--- config.mk ---
export PLATFORM = sky130hd
export DESIGN_NAME = saccade_velocity_detector
export DESIGN_NICKNAME = d
export VERILOG_FILES = /design/src/hdl/svd_pkg.sv /design/src/hdl/saccade_velocity_detector.sv /design/src/hdl/svd_isqrt.sv /design/src/hdl/svd_eye.sv
export SDC_FILE = /design/constraint.sdc
export NUM_CORES = 2
export LEC_CHECK = 0
export BUFFER_PORTS_ARGS = -buffer_cell sky130_fd_sc_hd__buf_2
export CAP_MARGIN = 20
export CORE_AREA = 3 3 399 480
export CTS_CLUSTER_DIAMETER = 30
export CTS_CLUSTER_SIZE = 12
export DETAILED_ROUTE_END_ITERATION = 16
export DIE_AREA = 0 0 402 483
export MAX_ROUTING_LAYER = met4
export PLACE_DENSITY = 0.65
export SYNTH_ARGS = -nofsm -noshare
export SYNTH_HDL_FRONTEND = slang
export SYNTH_SLANG_ARGS = --single-unit
--- constraint.sdc ---
create_clock -name i_clk -period 20.6 [get_ports i_clk]
set_input_delay 1.03 -clock i_clk [delete_from_list [all_inputs] [get_ports i_clk]]
set_output_delay 1.03 -clock i_clk [all_outputs]
set_load 0.02 [all_outputs]
--- src/hdl/svd_pkg.sv ---
// Package for the saccade velocity detector: widths, window constants,
// state and register codes, and the per-eye tracking result record.
// No dependencies.
package svd_pkg;

    localparam int VelW      = 16;
    localparam int TimeW     = 32;
    localparam int SpeedW    = 16;
    localparam int LenW      = 12;
    localparam int CutW      = 16;
    localparam int Window    = 8;
    localparam int WinAw     = $clog2(Window);
    localparam int SumW      = VelW + WinAw;
    localparam int SqW       = 32;
    localparam int RootSteps = SqW / 2;
    localparam int StepW     = $clog2(RootSteps + 1);

    localparam logic [LenW-1:0] LenMax = '1;

    // Configuration register indexes.
    localparam logic [0:0] RegCutoff = 1'b0;
    localparam logic [0:0] RegMinLen = 1'b1;

    typedef enum logic [2:0] {
        ST_IDLE,
        ST_SQ_X,
        ST_SQ_Y,
        ST_ROOT,
        ST_TRACK,
        ST_OUT
    } t_state;

    // Outcome of one eye's tracking step.
    typedef struct packed {
        logic             done;
        logic [TimeW-1:0] onset;
        logic [LenW-1:0]  length;
    } t_report;

endpackage

--- src/hdl/saccade_velocity_detector.sv ---
// Saccade velocity detector top level: window store, running sums,
// squaring sequencer, two roots and two eye trackers. Depends on svd_pkg.
//
// Usage: samples enter on the s_axis channel (tdata bits, lowest first:
// right_vel_x, right_vel_y, left_vel_x, left_vel_y, sample_time). The
// first seven samples after reset only fill the window and yield nothing.
// Those filling transactions can follow each other with no gap. Every
// later sample yields one result transaction on m_axis.
// An item passes these steps from acceptance to its result being offered:
// square the x means, add the y squares into the digit-serial square
// roots, run the roots (two bits a cycle), see both roots finish, track
// and load the output register. The block accepts one item at a time
// and accepts the next only once the result has been taken. When the
// receiver stalls the result is held and no new item is accepted until it
// is taken. Reset clears the window fill, sums and trackers and sets
// cutoff 100 and minimum length 3. Configuration writes (index 0 cutoff,
// index 1 minimum length) are to be taken only while idle; the user must
// keep to this, as the block itself does not enforce it.
module saccade_velocity_detector
    import svd_pkg::*;
(
    input  logic         i_clk,
    input  logic         i_rst_n,
    input  logic         s_axis_tvalid,
    output logic         s_axis_tready,
    // right_vel_x, right_vel_y, left_vel_x, left_vel_y, sample_time
    input  logic [95:0]  s_axis_tdata,
    output logic         m_axis_tvalid,
    input  logic         m_axis_tready,
    // out_time, right_speed, left_speed, right_saccade_done, right_onset,
    // right_length, left_saccade_done, left_onset, left_length, 6 pad bits
    output logic [159:0] m_axis_tdata,
    input  logic         i_cfg_we,
    input  logic [0:0]   i_cfg_index,
    input  logic [15:0]  i_cfg_data
);

    logic [4*VelW-1:0]  r_win [Window];
    logic [WinAw-1:0]   r_slot;
    logic [WinAw:0]     r_fill;
    logic signed [SumW-1:0] r_sum [4];
    logic               r_have_prev;
    logic [CutW-1:0]    r_cutoff;
    logic [LenW-1:0]    r_min_len;
    logic [TimeW-1:0]   r_time;
    logic [SqW-1:0]     r_sq [2];
    logic               r_out_valid;
    logic [159:0]       r_out;
    t_state             r_state, n_state;

    logic signed [VelW-1:0] w_v [4];
    logic signed [VelW-1:0] w_old [4];
    logic signed [SumW-1:0] w_nsum [4];
    logic signed [VelW-1:0] w_mean [4];
    logic [SqW-1:0]     w_rad [2];
    logic               w_root_start;
    logic               w_busy_r, w_busy_l;
    logic [SpeedW-1:0]  w_speed_r, w_speed_l;
    logic               w_step;
    t_report            w_rep_r, w_rep_l;
    logic               w_accept;

    assign w_accept      = s_axis_tvalid && s_axis_tready;
    assign s_axis_tready = (r_state == ST_IDLE) && !r_out_valid;

    // New sums: add the incoming sample, drop the one it replaces.
    always_comb begin
        for (int k = 0; k < 4; k++) begin
            w_v[k]    = s_axis_tdata[k*VelW +: VelW];
            w_old[k]  = r_fill[WinAw] ? r_win[r_slot][k*VelW +: VelW] : '0;
            w_nsum[k] = r_sum[k] + SumW'(w_v[k]) - SumW'(w_old[k]);
            // Mean truncated toward zero: bias negatives before shifting.
            w_mean[k] = VelW'((r_sum[k] + (r_sum[k][SumW-1] ?
                        SumW'(Window - 1) : SumW'(0))) >>> WinAw);
        end
    end

    always_ff @(posedge i_clk) begin
        if (w_accept) begin
            r_win[r_slot] <= s_axis_tdata[4*VelW-1:0];
            r_time        <= s_axis_tdata[4*VelW +: TimeW];
        end
    end

    always_ff @(posedge i_clk) begin
        if (!i_rst_n) begin
            r_slot <= '0;
            r_fill <= '0;
            for (int k = 0; k < 4; k++) r_sum[k] <= '0;
        end else if (w_accept) begin
            r_slot <= r_slot + 1'b1;
            if (!r_fill[WinAw]) r_fill <= r_fill + 1'b1;
            for (int k = 0; k < 4; k++) r_sum[k] <= w_nsum[k];
        end
    end

    // Configuration registers.
    always_ff @(posedge i_clk) begin
        if (!i_rst_n) begin
            r_cutoff  <= CutW'(100);
            r_min_len <= LenW'(3);
        end else if (i_cfg_we) begin
            unique case (i_cfg_index)
                RegCutoff: r_cutoff  <= i_cfg_data;
                RegMinLen: r_min_len <= i_cfg_data[LenW-1:0];
                default: ;
            endcase
        end
    end

    // Squares: x first, registered, one x multiplier per eye.
    always_ff @(posedge i_clk) begin
        if (r_state == ST_SQ_X) begin
            r_sq[0] <= SqW'($signed(w_mean[0]) * $signed(w_mean[0]));
            r_sq[1] <= SqW'($signed(w_mean[2]) * $signed(w_mean[2]));
        end
    end

    // The y square is added on the way into the roots.
    always_comb begin
        w_rad[0] = r_sq[0] + SqW'($signed(w_mean[1]) * $signed(w_mean[1]));
        w_rad[1] = r_sq[1] + SqW'($signed(w_mean[3]) * $signed(w_mean[3]));
    end

    // Sequencer.
    always_ff @(posedge i_clk) begin
        if (!i_rst_n) r_state <= ST_IDLE;
        else          r_state <= n_state;
    end

    always_comb begin
        n_state      = r_state;
        w_root_start = 1'b0;
        w_step       = 1'b0;
        unique case (r_state)
            ST_IDLE:  if (w_accept && r_fill >= (WinAw+1)'(Window - 1)) n_state = ST_SQ_X;
            ST_SQ_X:  n_state = ST_SQ_Y;
            ST_SQ_Y:  begin
                w_root_start = 1'b1;
                n_state      = ST_ROOT;
            end
            ST_ROOT:  if (!w_busy_r && !w_busy_l) n_state = ST_TRACK;
            ST_TRACK: begin
                w_step  = 1'b1;
                n_state = ST_OUT;
            end
            ST_OUT:   n_state = ST_IDLE;
            default:  n_state = ST_IDLE;
        endcase
    end

    svd_isqrt u_root_r (
        .i_clk(i_clk), .i_rst_n(i_rst_n), .i_start(w_root_start),
        .i_radicand(w_rad[0]), .o_busy(w_busy_r), .o_root(w_speed_r)
    );
    svd_isqrt u_root_l (
        .i_clk(i_clk), .i_rst_n(i_rst_n), .i_start(w_root_start),
        .i_radicand(w_rad[1]), .o_busy(w_busy_l), .o_root(w_speed_l)
    );

    svd_eye u_eye_r (
        .i_clk(i_clk), .i_rst_n(i_rst_n), .i_step(w_step),
        .i_have_prev(r_have_prev), .i_speed(w_speed_r), .i_time(r_time),
        .i_cutoff(r_cutoff), .i_min_len(r_min_len), .o_report(w_rep_r)
    );
    svd_eye u_eye_l (
        .i_clk(i_clk), .i_rst_n(i_rst_n), .i_step(w_step),
        .i_have_prev(r_have_prev), .i_speed(w_speed_l), .i_time(r_time),
        .i_cutoff(r_cutoff), .i_min_len(r_min_len), .o_report(w_rep_l)
    );

    // Output register.
    always_ff @(posedge i_clk) begin
        if (!i_rst_n) begin
            r_out_valid <= 1'b0;
            r_have_prev <= 1'b0;
        end else begin
            if (w_step) r_have_prev <= 1'b1;
            if (r_state == ST_OUT) r_out_valid <= 1'b1;
            else if (m_axis_tready) r_out_valid <= 1'b0;
        end
    end

    always_ff @(posedge i_clk) begin
        if (r_state == ST_OUT) begin
            r_out <= {6'b000000, w_rep_l.length, w_rep_l.onset, w_rep_l.done,
                      w_rep_r.length, w_rep_r.onset, w_rep_r.done,
                      w_speed_l, w_speed_r, r_time};
        end
    end

    assign m_axis_tvalid = r_out_valid;
    assign m_axis_tdata  = r_out;

    // Checks.
    a_no_accept_busy: assert property (@(posedge i_clk) disable iff (!i_rst_n)
        r_state != ST_IDLE |-> !s_axis_tready) else $error("accept while busy");
    a_out_hold: assert property (@(posedge i_clk) disable iff (!i_rst_n)
        m_axis_tvalid && !m_axis_tready |=> $stable(m_axis_tdata))
        else $error("result changed under stall");
    a_roots_together: assert property (@(posedge i_clk) disable iff (!i_rst_n)
        w_busy_r == w_busy_l) else $error("roots out of step");
    a_done_len: assert property (@(posedge i_clk) disable iff (!i_rst_n)
        m_axis_tvalid && m_axis_tdata[64] |-> m_axis_tdata[108:97] > r_min_len ||
        $past(i_cfg_we)) else $error("short saccade reported");

endmodule

--- src/hdl/svd_isqrt.sv ---
// Digit-serial integer square root: two radicand bits enter per cycle.
// Depends on svd_pkg.
module svd_isqrt
    import svd_pkg::*;
(
    input  logic              i_clk,
    input  logic              i_rst_n,
    input  logic              i_start,
    input  logic [SqW-1:0]    i_radicand,
    output logic              o_busy,
    output logic [SpeedW-1:0] o_root
);

    logic [SqW-1:0]      r_rad;
    logic [SpeedW+1:0]   r_rem;
    logic [SpeedW-1:0]   r_root;
    logic [StepW-1:0]    r_cnt;
    logic                r_busy;
    logic [SpeedW+1:0]   n_trial;
    logic [SpeedW+1:0]   n_shift;

    // One result digit: shift in two bits, try subtracting 4q+1.
    always_comb begin
        n_shift = {r_rem[SpeedW-1:0], r_rad[SqW-1 -: 2]};
        n_trial = n_shift - {r_root, 2'b01};
    end

    always_ff @(posedge i_clk) begin
        if (!i_rst_n) begin
            r_busy <= 1'b0;
            r_cnt  <= '0;
        end else if (i_start) begin
            r_busy <= 1'b1;
            r_cnt  <= StepW'(RootSteps);
        end else if (r_busy) begin
            r_cnt <= r_cnt - 1'b1;
            if (r_cnt == StepW'(1)) begin
                r_busy <= 1'b0;
            end
        end
    end

    always_ff @(posedge i_clk) begin
        if (i_start) begin
            r_rad  <= i_radicand;
            r_rem  <= '0;
            r_root <= '0;
        end else if (r_busy) begin
            r_rad <= {r_rad[SqW-3:0], 2'b00};
            if (!n_trial[SpeedW+1]) begin
                r_rem  <= n_trial;
                r_root <= {r_root[SpeedW-2:0], 1'b1};
            end else begin
                r_rem  <= n_shift;
                r_root <= {r_root[SpeedW-2:0], 1'b0};
            end
        end
    end

    assign o_busy = r_busy;
    assign o_root = r_root;

endmodule

--- src/hdl/svd_eye.sv ---
// Per-eye saccade tracker: compares speed change with the cutoff and
// keeps the saccade flag, onset and length. Depends on svd_pkg.
module svd_eye
    import svd_pkg::*;
(
    input  logic              i_clk,
    input  logic              i_rst_n,
    input  logic              i_step,
    input  logic              i_have_prev,
    input  logic [SpeedW-1:0] i_speed,
    input  logic [TimeW-1:0]  i_time,
    input  logic [CutW-1:0]   i_cutoff,
    input  logic [LenW-1:0]   i_min_len,
    output t_report           o_report
);

    logic [SpeedW-1:0] r_prev;
    logic              r_in_sac;
    logic [TimeW-1:0]  r_onset;
    logic [LenW-1:0]   r_len;
    logic [SpeedW-1:0] n_diff;
    t_report           n_rep;

    always_comb begin
        n_diff = (i_speed > r_prev) ? i_speed - r_prev : r_prev - i_speed;
        n_rep  = '0;
        if (i_have_prev && r_in_sac && n_diff < i_cutoff && r_len > i_min_len) begin
            n_rep.done   = 1'b1;
            n_rep.onset  = r_onset;
            n_rep.length = r_len;
        end
    end

    // State update once per smoothed sample.
    always_ff @(posedge i_clk) begin
        if (!i_rst_n) begin
            r_prev   <= '0;
            r_in_sac <= 1'b0;
            r_onset  <= '0;
            r_len    <= '0;
            o_report <= '0;
        end else if (i_step) begin
            r_prev   <= i_speed;
            o_report <= n_rep;
            if (i_have_prev) begin
                if (!r_in_sac) begin
                    if (n_diff > i_cutoff) begin
                        r_in_sac <= 1'b1;
                        r_onset  <= i_time;
                        r_len    <= LenW'(1);
                    end
                end else if (n_diff < i_cutoff) begin
                    r_in_sac <= 1'b0;
                    r_len    <= '0;
                end else if (r_len != LenMax) begin
                    r_len <= r_len + 1'b1;
                end
            end
        end
    end

endmodule

* Word-level counts from Yosys, hierarchy flattened
Memories as Yosys holds them, arrays and structs flattened. A register that Yosys moved wholly into a read port is not among the register bits.
Index checks and enable logic that the tools add are counted.
** Storage, ports and cells
- Register bits after elaboration :: 578
- Word-level logic and storage cells :: 194
- Memories :: 3
- Input port bits :: 118
- Output and inout bits :: 162
- RAM bits :: 652
** Memories
- r_win :: words 8, bits a word 64, read ports 1, clocked after Yosys merged registers in 1, write ports 1, RTL line saccade_velocity_detector.sv:38 : logic [4*VelW-1:0] r_win [Window];
- r_sum :: words 4, bits a word 19, read ports 4, clocked after Yosys merged registers in 0, write ports 4, RTL line saccade_velocity_detector.sv:41 : logic signed [SumW-1:0] r_sum [4];
- r_sq :: words 2, bits a word 32, read ports 2, clocked after Yosys merged registers in 0, write ports 2, RTL line saccade_velocity_detector.sv:46 : logic [SqW-1:0] r_sq [2];
** Operators by class
- Multiplexer cells :: 65
- Reductions and logical operators :: 29
- Equal/unequal tests :: 13
- Bitwise logic cells :: 9
- Multipliers :: 4
- $add $sub $neg :: 26
- Magnitude comparators :: 9
** Operators with widths (count)
- $mul A16 B16 Y32 :: 4
- $mux W16 :: 8
- $mux W32 :: 4
- $mux W12 :: 8
- $mux W45 :: 2
- $add A19 B16 Y19 :: 4
- $add A19 B4 Y19 :: 4
- $mux W19 :: 4
- $sub A19 B16 Y19 :: 4
- $add A32 B32 Y32 :: 2
- $gt A16 B16 Y1 :: 4
- $sub A16 B16 Y16 :: 4
- $sub A18 B18 Y18 :: 2
- $lt A16 B16 Y1 :: 2
- $mux W1 :: 25
- $add A12 B1 Y12 const B :: 2
- $gt A12 B12 Y1 :: 2
- $mux W3 :: 8
- $ne A12 B12 Y1 const B :: 2
- $mux W5 :: 4
- $reduce_and A4 Y1 :: 4
- $pmux W3 S5 :: 1
- $eq A5 B1 Y1 const B :: 2
- $logic_and A1 B1 Y1 :: 10
- other kinds (18) :: 39

* Depth between registers and ports, before layout
- Depth in word-level cells :: 7
- Mapped depth :: 35
- Mapped depth without buffers :: 34

* Hierarchy
From an unflattened synthesis, not the netlist that was laid out.
** Unflattened totals
- Cell total of the unflattened synthesis :: 8625
- Area total of the unflattened synthesis :: 95303.9 um^2
** Modules (own cells, without submodules)
- saccade_velocity_detector :: cells an instance 6375, area an instance 74904.3 um^2, sequential area each 25964.9 um^2, instances 1
- svd_eye :: cells an instance 782, area an instance 6466.2 um^2, sequential area each 2122.0 um^2, instances 2
- svd_isqrt :: cells an instance 343, area an instance 3733.6 um^2, sequential area each 1721.7 um^2, instances 2

* Worst setup path before layout
OpenSTA, ideal clock, no wires.
- Kind :: register to register
- Start :: register r_state[2]
- End :: register r_out[0] (netlist: m_axis_tdata[0]), enable pin
- Path buffers :: 1
- Required time :: 19.741 ns
- Setup time :: 0.859 ns
- Path slack :: 8.641 ns
- Stages on the path, launching flop included :: 4
- Data arrival time :: 11.099 ns
- Period minus slack after synthesis :: 11.959 ns
- Cells stage by stage :: dfxtp_1 -> clkbuf_1 -> inv_1 -> nor3_1
** On the way
- Longest elaborated chain between the ends :: 1
** Ends and longest elaborated chain
- from (decl) :: RTL line saccade_velocity_detector.sv:49 : t_state r_state, n_state;
- from (signal assigned) :: RTL line saccade_velocity_detector.sv:128 : else r_state <= n_state;
- $eq A3 B3 Y1 :: RTL line saccade_velocity_detector.sv:185 : if (r_state == ST_OUT) begin
- to (signal assigned) :: RTL line saccade_velocity_detector.sv:186 : r_out <= {6'b000000, w_rep_l.length, w_rep_l.onset, w_rep_l.done,
- to (decl) :: RTL line saccade_velocity_detector.sv:48 : logic [159:0] r_out;
No other way between the ends.
A chain may end at the register's enable or synchronous reset.

==> key figures <==
Run status
  – Status: complete, no violations

Route
  – ANT nets after route: 0
  – Starting DRC count in detailed routing: ~3500
  – Drt pass-1 iters: 5
  – DRC errors left: 0
  – Final WL: 218000 um
  – Via count: 60718
  – Via density: 5.28
  – Routed WL per cell: 18.9 um

CTS
  – Clock transition at path regs: around 60 ps
  – CTS Root Cell: clkbuf_16
  – Bufs on Longest Clock Path: 3
  – Total number of H-tree levels: 4
  – Sink Count: 1231
  – Buffer count from post-CTS setup fixing: 0
  – Resized Gates After CTS: 0
  – CTS Hold Bufs: 0
  – CTS Buf Count: 232
  – Clk_lat worst skew: approximately 880 ps
  – CTS tree: built

Die
  – Initial Util: 0.498
  – Die height: 483 um
  – # rows: 174
  – Top-Level Pins: 280
  – Area of the core: 187000 sq um
  – Die X: approximately 400 um
  – Die area: 194000 sq um

Synthesis
  – Ys Warns: 0
  – Register bit total from synthesis: 1231
  – Synth Flop Type: edfxtp_1
  – Async S/R FF share, synth: 0
  – Sequential share of the synthesized area: 0.361
  – Post-synth EDFFs: 900
  – Cell area after synthesis: about 93000 sq um
  – Netlist cell types: 104
  – Mapped Cells: around 8400
  – Avg Synthesized Cell Area: ~11 sq um

Global route
  – Number of global-route vias before repair: 65326
  – Initial antenna violation count: 16
  – Total GRT Usage: 0.235
  – First-pass GRT wire length: 352000 um
  – Pin count of the biggest net entering global routing: 88
  – Grt ovf: 0

Cells and area
  – Share of cells above drive strength 1: 0.114
  – Final Net Count: 10650
  – Area grow syn2layout: 13.7%
  – Final Cell Area: 106000 sq um
  – Fill cells: 15687

STA
  – Final hold violations: 0
  – Post-route clock period utilization: 0.466
  – Max Slew Vio Count: 0
  – Minimum clock period: 9610 ps
  – Relative slew margins: 0.234
  – Slew of the pin with the lowest slew margin: about 1100 ps
  – Clk_skew: between 100 and 150 ps
  – Fmax: 0.104 GHz
  – Setup TNS Final: 0 ps
  – Final setup violation count: 0
  – RSZ-0062 raised after global routing: false

Critical path
  – CP most frequent cell: fa_1
  – Setup crit end kind: flip-flop
  – Crit-path max FO: 20
  – Crit Path Category: flip-flop to flip-flop
  – Slowest-stage cell, CP: fa_1
  – CP Data Arrival Time: approximately 10000 ps
  – Delay-heaviest family, CP: adder cells
  – Crit path largest cell delay: 690 ps
  – Setup crit start kind: flip-flop
  – Required time of the critical path: 21130 ps
  – Crit path buffers/inverters: 5

Run
  – Maxcap violations: 0

Place
  – HPWL Detailed: between 150000 and 200000 um
  – PortBufs: between 200 and 300
  – Placed Area: 97600 sq um
  – Global placement routability congestion: 0.956

Worst hold path
  – Hold WC Path Type: input port to flip-flop
[cell usage after synthesis (19+ instances only)]
library cell	instances	area, sq um
fa_1	1078	21600
a211oi_1	23	173
ha_1	632	7910
a22oi_1	44	330
a22o_1	46	403
o21bai_1	30	225
mux2i_1	169	1690
buf_1	19	71.3
a21oi_1	330	1650
inv_1	1778	6670
nor2_1	614	2300
nor2b_1	91	569
o211ai_1	19	143
xor2_1	98	858
a31oi_1	28	175
nand2b_1	39	244
edfxtp_1	900	27000
clkbuf_1	177	664
xnor2_1	261	2290
or3_1	25	156
buf_2	20	100
a21o_1	125	938
mux4_2	128	2880
o21a_1	31	233
nand4_1	35	219
dfxtp_1	331	6630
nand3_1	76	380
nand2_1	680	2550
and3_1	34	213
nor3_1	82	410
o21ai_0	194	971
[worst paths after layout]
kind                                           start          endpoint  slack (ps)  cells after the start
worst max-delay path                    r_sum[0][18]       r_sq[0][31]       10990                     31
worst min-delay path                s_axis_tdata[74]        r_time[10]         330                      1
worst max register to register          r_sum[0][18]       r_sq[0][31]       10990                     31
worst min register to register  u_eye_r.o_report[36]  m_axis_tdata[89]         420                      0
[area by class of cell]
type	count	area, sq um	share of cell area
tap	2464	3080	0.0291
timing repair buffer	370	2110	0.0199
sequential	1231	33700	0.318
antenna	9	22.5	0.000212
clock buffer	258	6000	0.0565
multi-input combinational	5185	52000	0.491
clock inverter	187	2350	0.0221
inverter	1802	6770	0.0638
[cells by family after synthesis]
| family | after synthesis | synth area share |
|---|---|---|
| DFF | 1231 | 0.361 |
| and+or+nand+nor | 1781 | 0.0848 |
| xor gates and xnor gates | 366 | 0.0349 |
| other | 1 | 0.0000402 |
| buffers and inverters | 2035 | 0.0831 |
| AOI/OAI and AO/OA | 1005 | 0.0689 |
| adders and majority gates | 1710 | 0.316 |
| muxes | 315 | 0.0512 |
[flip-flops by register name, summed over array words and instances (netlist names), 32 cells and up, named ones only]
signal	cells
r_time	32
u_eye_r.o_report	45
m_axis_tdata	154
u_eye_r.r_onset	32
r_win	512
r_sq	62
u_root_l.r_rad	32
u_eye_l.r_onset	32
u_eye_l.o_report	45
r_sum	76
u_root_r.r_rad	32
[worst register-to-register path: cells and delay by family (launching register included)]
family	cells	cell delay (ps)
buffers and inverters	5	980
xor gates and xnor gates	2	250
adders and majority gates	8	3950
DFF	1	520
AOI/OAI and AO/OA	8	1490
and+or+nand+nor	8	2150
[metrics by stage]
step	worst slack, ps	cells	hold WS, ps	utilization
after floorplan	8640	8451	409	-
after global placement	11240	11049	413	0.521
after detailed placement	10970	11049	415	0.521
after CTS	10920	11494	246	0.566
after global routing	10260	11503	283	0.566
final	10990	11506	329	0.566
[placed cells by master (no fill, tap or decap), drive strengths merged, types with 25 or more instances in the layout]
master    Yosys  routed
mux4        128     128
o21ai       198     198
nor2        619     619
inv        1785    1825
a21oi       332     332
nand4        38      38
clkinvlp      0      32
nand2       681     681
nand3        77      77
xnor2       268     268
clkinv       17     100
o21bai       30      30
edfxtp      900     900
nand2b       39      39
dfxtp       331     331
buf          55     370
or3          25      25
fa         1078    1078
a31oi        28      28
nor2b        91      91
o21a         31      31
a22oi        45      45
a21o        127     127
clkbuf      178     258
mux2i       169     169
a22o         46      46
xor2         98      98
bufinv        0      32
ha          632     632
and3         34      34
nor3         89      89
[per-layer routing]
layer / track usage / routed length, um / up-vias / part of all wire
met1: 0.289 / 90500 / 30404 / 0.42
met4: 0.0769 / 7170 / 0 / 0.033
met2: 0.400 / 109000 / 1633 / 0.50
met5: - / 0 / - / 0
li1: - / - / 28260 / -
met3: 0.0329 / 11000 / 421 / 0.051
Power is left out: the tool's default activity adds up to more than one toggle a clock period on the data nets, which glitch-free logic cannot reach.
